===== config.mk =====
export PLATFORM = sky130hd
export DESIGN_NAME = sorted_min_priority_queue
export DESIGN_NICKNAME = d
export VERILOG_FILES = /design/src/hdl/smpq_pkg.sv /design/src/hdl/smpq_cell.sv /design/src/hdl/sorted_min_priority_queue.sv
export SDC_FILE = /design/constraint.sdc
export NUM_CORES = 2
export LEC_CHECK = 0
export ABC_AREA = 1
export BUFFER_PORTS_ARGS = -buffer_cell sky130_fd_sc_hd__buf_2
export CAP_MARGIN = 20
export CORE_MARGIN = 3
export CORE_UTILIZATION = 40
export DETAILED_ROUTE_END_ITERATION = 12
export PLACE_DENSITY_LB_ADDON = 0.3
export SYNTH_ARGS = -nofsm -noshare
export SYNTH_HDL_FRONTEND = slang
export SYNTH_HIERARCHICAL = 1
export SYNTH_SLANG_ARGS = --single-unit

===== constraint.sdc =====
create_clock -name clk -period 11.3 [get_ports clk]
set_input_delay 2.825 -clock clk [delete_from_list [all_inputs] [get_ports clk]]
set_output_delay 2.825 -clock clk [all_outputs]
set_load 0.01 [all_outputs]

===== src/hdl/smpq_pkg.sv =====
// Shared types and constants for the sorted minimum priority queue.
`default_nettype none
package smpq_pkg;

  localparam int CAPACITY_DEF = 16;
  localparam int VALUE_W      = 32;
  localparam int COUNT_OUT_W  = 5;
  localparam int STATUS_W     = 2;

  localparam logic OP_INSERT = 1'b0;
  localparam logic OP_REMOVE = 1'b1;

  localparam logic [STATUS_W-1:0] STATUS_OK         = 2'd0;
  localparam logic [STATUS_W-1:0] STATUS_EMPTY      = 2'd1;
  localparam logic [STATUS_W-1:0] STATUS_FULL_DROP  = 2'd2;

  // Broadcast to every cell for one transaction.
  typedef struct packed {
    logic               ins;
    logic               rem;
    logic [VALUE_W-1:0] value;
  } ctrl_t;

  // What a cell shows its neighbours.
  typedef struct packed {
    logic [VALUE_W-1:0] value;
    logic               occ;
    logic               move;
  } link_t;

endpackage
`default_nettype wire


===== src/hdl/smpq_cell.sv =====
// One slot of the sorted chain: holds a value and an occupied flag.
`default_nettype none
module smpq_cell
  import smpq_pkg::*;
(
  input  wire logic  clk,
  input  wire logic  rst,
  input  wire ctrl_t ctrl,
  input  wire link_t left_in,
  input  wire link_t right_in,
  output link_t      link_out
);

  logic [VALUE_W-1:0] value;
  logic               occ;
  logic               move;

  // Empty or holding a larger value: this slot shifts right on insert.
  // Equal values stay put, so a new value lands after them.
  assign move = !occ || ($signed(value) > $signed(ctrl.value));

  assign link_out.value = value;
  assign link_out.occ   = occ;
  assign link_out.move  = move;

  always_ff @(posedge clk) begin
    if (ctrl.ins) begin
      if (move) begin
        value <= left_in.move ? left_in.value : ctrl.value;
      end
    end else if (ctrl.rem) begin
      value <= right_in.value;
    end
  end

  always_ff @(posedge clk) begin
    if (rst) begin
      occ <= 1'b0;
    end else if (ctrl.ins) begin
      occ <= left_in.occ;
    end else if (ctrl.rem) begin
      occ <= right_in.occ;
    end
  end

endmodule
`default_nettype wire


===== src/hdl/sorted_min_priority_queue.sv =====
// Top level: sorted minimum priority queue built as a chain of slot cells.
// The result is registered and shows in the cycle after the input transaction.
// Throughput: one transaction per cycle while out_ready keeps the output free;
// every cell compares against the broadcast value in parallel, shifting data by one slot.
// Reset clears the occupied flags, the count and the output valid;
// stored values are not cleared.
`default_nettype none
module sorted_min_priority_queue
  import smpq_pkg::*;
#(
  parameter int CAPACITY = CAPACITY_DEF
) (
  input  wire logic                   clk,
  input  wire logic                   rst,
  input  wire logic                   in_valid,
  output logic                        in_ready,
  input  wire logic                   opcode,
  input  wire logic signed [VALUE_W-1:0] insert_value,
  output logic                        out_valid,
  input  wire logic                   out_ready,
  output logic signed [VALUE_W-1:0]   removed_value,
  output logic                        removed_valid,
  output logic [COUNT_OUT_W-1:0]      entry_count,
  output logic [STATUS_W-1:0]         status
);

  localparam int CW = $clog2(CAPACITY + 1);

  logic          accept;
  logic          full;
  logic          empty;
  logic [CW-1:0] count;
  ctrl_t         ctrl;
  link_t         links [CAPACITY];
  link_t         lefts [CAPACITY];
  link_t         rights [CAPACITY];

  assign in_ready = !out_valid || out_ready;
  assign accept   = in_valid && in_ready;
  assign empty    = !links[0].occ;
  assign full     = links[CAPACITY-1].occ;

  assign ctrl.ins   = accept && (opcode == OP_INSERT) && !full;
  assign ctrl.rem   = accept && (opcode == OP_REMOVE) && !empty;
  assign ctrl.value = insert_value;

  genvar g;
  generate
    for (g = 0; g < CAPACITY; g++) begin : g_cell
      if (g == 0) begin : g_head
        assign lefts[g] = '{value: '0, occ: 1'b1, move: 1'b0};
      end else begin : g_mid
        assign lefts[g] = links[g-1];
      end
      if (g == CAPACITY - 1) begin : g_tail
        assign rights[g] = '{value: '0, occ: 1'b0, move: 1'b0};
      end else begin : g_body
        assign rights[g] = links[g+1];
      end
      smpq_cell u_cell (
        .clk      (clk),
        .rst      (rst),
        .ctrl     (ctrl),
        .left_in  (lefts[g]),
        .right_in (rights[g]),
        .link_out (links[g])
      );
    end
  endgenerate

  always_ff @(posedge clk) begin
    if (rst) begin
      count <= '0;
    end else if (ctrl.ins) begin
      count <= count + CW'(1);
    end else if (ctrl.rem) begin
      count <= count - CW'(1);
    end
  end

  always_ff @(posedge clk) begin
    if (rst) begin
      out_valid <= 1'b0;
    end else if (in_ready) begin
      out_valid <= in_valid;
    end
  end

  always_ff @(posedge clk) begin
    if (accept) begin
      removed_value <= '0;
      removed_valid <= 1'b0;
      status        <= STATUS_OK;
      entry_count   <= COUNT_OUT_W'(count);
      case (opcode)
        OP_INSERT: begin
          if (full) begin
            status <= STATUS_FULL_DROP;
          end else begin
            entry_count <= COUNT_OUT_W'(count + CW'(1));
          end
        end
        OP_REMOVE: begin
          if (empty) begin
            status <= STATUS_EMPTY;
          end else begin
            removed_value <= links[0].value;
            removed_valid <= 1'b1;
            entry_count   <= COUNT_OUT_W'(count - CW'(1));
          end
        end
        default: begin
          status <= STATUS_OK;
        end
      endcase
    end
  end

endmodule
`default_nettype wire


-- Word level (Yosys, flattened, before mapping)
Index checks and enable logic that the tools add are counted.
- eq/ne operators: 16
- magnitude comparators: 16
- muxes and demuxes: 104
- bitwise operators: 1
- $add $sub $neg: 2
- reduce and logical (&&, ||, !) cells: 57
- operators with widths (kind ; count):
    $mux W32 ; 63
    $gt A32 B32 Y1 ; 16
    $mux W1 ; 34
    $reduce_and A2 Y1 ; 17
    $ne A2 B1 Y1 const B ; 16
    $mux W5 ; 4
    $logic_not A1 Y1 ; 17
    $logic_or A1 B1 Y1 ; 17
    $pmux W5 S2 ; 1
    $add A5 B1 Y5 const B ; 1
    $logic_and A1 B1 Y1 ; 5
    $sub A5 B1 Y5 const B ; 1
    $pmux W2 S2 ; 1
    $mux W2 ; 1
    $reduce_bool A2 Y1 ; 1
    $not A1 Y1 ; 1
- register bits: 574
- word-level logic and storage cells: 234
- input bits: 37
- output and inout bits: 42

-- Depth between registers and ports, before layout
- depth in word-level cells: 7
- mapped depth: 22
- gate-level depth less buffers: 20

-- Cells and area by module
The synthesis kept the hierarchy.
- modules (own cells, without submodules) (module ; cells each ; instances ; area each (um2) ; seq. area each (um2)):
    smpq_cell ; 333 ; 16 ; 2565.0 ; 980.9
    sorted_min_priority_queue ; 195 ; 1 ; 2024.4 ; 1321.3

-- Least setup slack after synthesis
OpenSTA, ideal clock, no wires.
- kind: input port to flip-flop
- start: input port out_ready
- end: register g_cell[0].u_cell.value[0], enable pin
- stages: 6
- setup time: 0.390 ns
- arrival: 5.452 ns
- setup slack: 5.459 ns
- buffers on the path: 0
- required time: 10.910 ns
- cell sequence: inv_1 > nand2_2 > nand2_2 > nor2_1 > nand2_1 > nand2_1
- RTL lines (element ; RTL line ; source):
    from (decl) ; sorted_min_priority_queue.sv:20 ; input wire logic out_ready,
    to (signal assigned) ; smpq_cell.sv:29 ; value <= left_in.move ? left_in.value : ctrl.value;
    to (signal assigned) ; smpq_cell.sv:32 ; value <= right_in.value;
    to (decl) ; smpq_cell.sv:14 ; logic [VALUE_W-1:0] value;

==> Flow_metrics.wiki <==
{| class="wikitable"
! Metric !! Value
|-
| Run status || complete, no violations
|-
| Vias in the first global route || about 36000
|-
| Combined global-route utilization of all metal layers || 0.221
|-
| Wirelength, routed || 125 mm
|-
| Cell count after placement || ~7000
|-
| Worst hold slack || 0.518 ns
|-
| Number of antenna violations at the first check in global routing || 0
|-
| Dpl hpwl || 91.7 mm
|-
| Initial cell density of the core || 0.406
|-
| Critical path launch point type || input pin
|-
| Hold wc startpoint || out_valid
|-
| Insertion delay of the later-clocked pin in the worst-skew pair || about 0.62 ns
|-
| Clock transition at the register clock pins on the worst setup and hold paths after CTS || 0.05 ns
|-
| Vias post-DR || 37400
|-
| Core area || 106000 µm²
|-
| Crit path setup slack, layout || 5.25 ns
|-
| Die height || 334 µm
|-
| Crit path max fanout || 34
|-
| Global-route wire length before repair || around 200 mm
|-
| Worst voltage drop across the vdd grid || 0.0920 mV
|-
| Count of endpoints failing setup in the final report || 0
|-
| Part of the power in registers || 0.450
|-
| Share of the cycle needed by the critical path after routing || 0.536
|-
| DRC violation count after routing || 0
|-
| Clock Sinks || 574
|-
| # diodes || 0
|-
| Clock network fraction of total power || 0.376
|-
| CTS buffer count || 72
|-
| Root cell of the clock tree || sky130_fd_sc_hd__clkbuf_16
|-
| Total overflow reported by the global router || 0
|-
| Start-to-end type of the worst setup path || input pin to register
|-
| DR WL/cell || 17.9 µm
|-
| Overall power consumption || 5.82 mW
|-
| Category of the worst setup path capture point || register
|-
| Number of antenna-violating nets in the routed design || 0
|-
| Count of nets after finishing || 6108
|-
| Most common cell after layout, fill and taps aside || sky130_fd_sc_hd__nand2_1
|-
| Commonest cells after routing, fill and taps aside || sky130_fd_sc_hd__nand2_1 (1188), sky130_fd_sc_hd__nor2_1 (710), sky130_fd_sc_hd__inv_1 (649)
|-
| I/O pin cnt || 79
|-
| Global placer's final weighted congestion || 0.899
|-
| Buffer levels on the longest clock path || 3
|-
| Clock skew after layout || between 0.015 and 0.02 ns
|-
| Internal Power || 4.11 mW
|-
| Data arrival time of the critical path || 6.36 ns
|-
| Iteration-0 DRC count of the detailed router || 3268
|-
| Filler instances || 10500
|-
| CTS HTree Levels || 3
|-
| Total negative setup slack || 0 ns
|-
| Die area || 112000 µm²
|-
| Worst-case headroom to the max-slew limit || 0.299
|-
| Setup repair after global routing missed its margin || false
|-
| Final Non-Filler Cells || 7005
|-
| Power spent charging and discharging nets || 1.71 mW
|-
| Power density over the cells || around 120 nW/µm²
|-
| Pin slew with the least headroom to its limit || 1.05 ns
|-
| Final slew viol count || 0
|-
| Hold buffer count at cts || 0
|-
| Cell depth of the worst hold path || 2
|-
| Shortest clock period the worst path allows after layout || 6.05 ns
|-
| Net switching share of the total power || 0.294
|-
| Mean post-synth cell area || 7.80 µm²
|-
| Synth Instances || 5522
|-
| Critical R2R Launch || g_cell[15].u_cell/occ
|-
| Cell area after technology mapping || 43100 µm²
|-
| DIE WIDTH || ~330 µm
|-
| Largest net degree at the start of global routing || 111
|-
| CTS tree || built
|-
| Placement-stage worst setup slack || 4.63 ns
|-
| Comb power frac || 0.174
|-
| Core Rows || 119
|-
| Endpoint of the most critical register-to-register path || g_cell[15].u_cell/value[6]
|-
| Required time of the critical path || 11.61 ns
|-
| Post-CTS Setup Bufs || 0
|-
| Number of warnings printed during yosys synthesis || 6
|-
| Min-Delay Endpoint || out_valid
|-
| Final count of hold timing violations || 0
|-
| Hold Crit Class || register to register
|-
| Count of input and output buffers || between 70 and 80
|-
| Count of TritonRoute iterations in the first routing pass || 6
|-
| R2R cell count || 8
|-
| Setup slack of the most critical reg-to-reg path || 7.41 ns
|-
| Area delta synth->final || 9.09%
|-
| Number of vias per cell || 5.34
|-
| Peak clock frequency supported by timing || 165 MHz
|-
| Leakage power || about 22 nW
|-
| Count of maximum capacitance violations || 0
|-
| Number of gates resized after CTS || 0
|-
| Fraction of layout cells with a size suffix above 1 || 0.0843
|}
-- per-stage QoR --
| stage | util | cell area (µm²) |
|---|---|---|
| after floorplan | - | 43300 |
| after global placement | 0.423 | 44800 |
| after detailed placement | 0.423 | 44800 |
| after CTS | 0.443 | 47000 |
| after global routing | 0.443 | 47000 |
| final | 0.443 | 47000 |
-- metal layers --
layer	track usage	routed length, µm
met1	0.289	54300
met4	0.0760	4380
met3	0.0282	7150
met2	0.378	59300
met5	0	0
-- worst max-delay path: stages --
cell and delay [ns]:
sky130_fd_sc_hd__buf_2 0.32, sky130_fd_sc_hd__buf_4 0.37, sky130_fd_sc_hd__inv_1 0.08, sky130_fd_sc_hd__ha_1 0.30, sky130_fd_sc_hd__nand2_1 0.07, sky130_fd_sc_hd__nor2_1 0.16, sky130_fd_sc_hd__nand4_2 0.10, sky130_fd_sc_hd__nor2_2 0.18
sky130_fd_sc_hd__nand2_1 0.10, sky130_fd_sc_hd__nand2_1 0.06, sky130_fd_sc_hd__nand2_1 0.04, sky130_fd_sc_hd__nand2_1 0.06, sky130_fd_sc_hd__nand2_1 0.06, sky130_fd_sc_hd__nand2_2 0.51, sky130_fd_sc_hd__nand2_1 0.10, sky130_fd_sc_hd__nand2_1 0.58
sky130_fd_sc_hd__buf_4 0.39
-- sequential cells by signal, summed over array words and instances, names as in the netlist --
register,count
count,5
entry_count,5
g_cell.u_cell/occ,16
g_cell.u_cell/value,512
out_valid,1
removed_valid,1
removed_value,32
status,2
-- power groups by stage --
stage          clock, mW  sequential (mW)  combinational, mW
2_1_floorplan          0             2.61              0.713
6_report            2.19             2.62               1.02
3_5_place_dp           0             2.66               1.01
3_3_place_gp           0             2.66              0.977
4_1_cts             2.23             2.62               1.02
5_1_grt             2.31             2.63               1.17
-- area by class of cell --
class                   instances  area, µm²  share of cell area
multi-input cells            4043      22500               0.479
flip-flops and latches        574      17000               0.362
inverters                     732       2750              0.0585
clock buffers                 104       2050              0.0436
well taps                    1391       1740              0.0371
repair buffers                134        811              0.0173
clock inverters                27        130             0.00277
-- worst max-delay path by stage --
stage                           startpoint                    endpoint  slack [ns]  cells after the start
after global placement    insert_value[31]  g_cell[0].u_cell/value[25]        4.64                     17
after CTS                        out_ready                    in_ready        5.29                      4
after floorplan                  out_ready   g_cell[0].u_cell/value[0]        5.46                      6
final                     insert_value[23]  g_cell[10].u_cell/value[4]        5.25                     17
after detailed placement  insert_value[23]  g_cell[10].u_cell/value[5]        4.63                     17
after global routing      insert_value[23]  g_cell[10].u_cell/value[2]        4.96                     17
(Power assumes the default switching activity.)
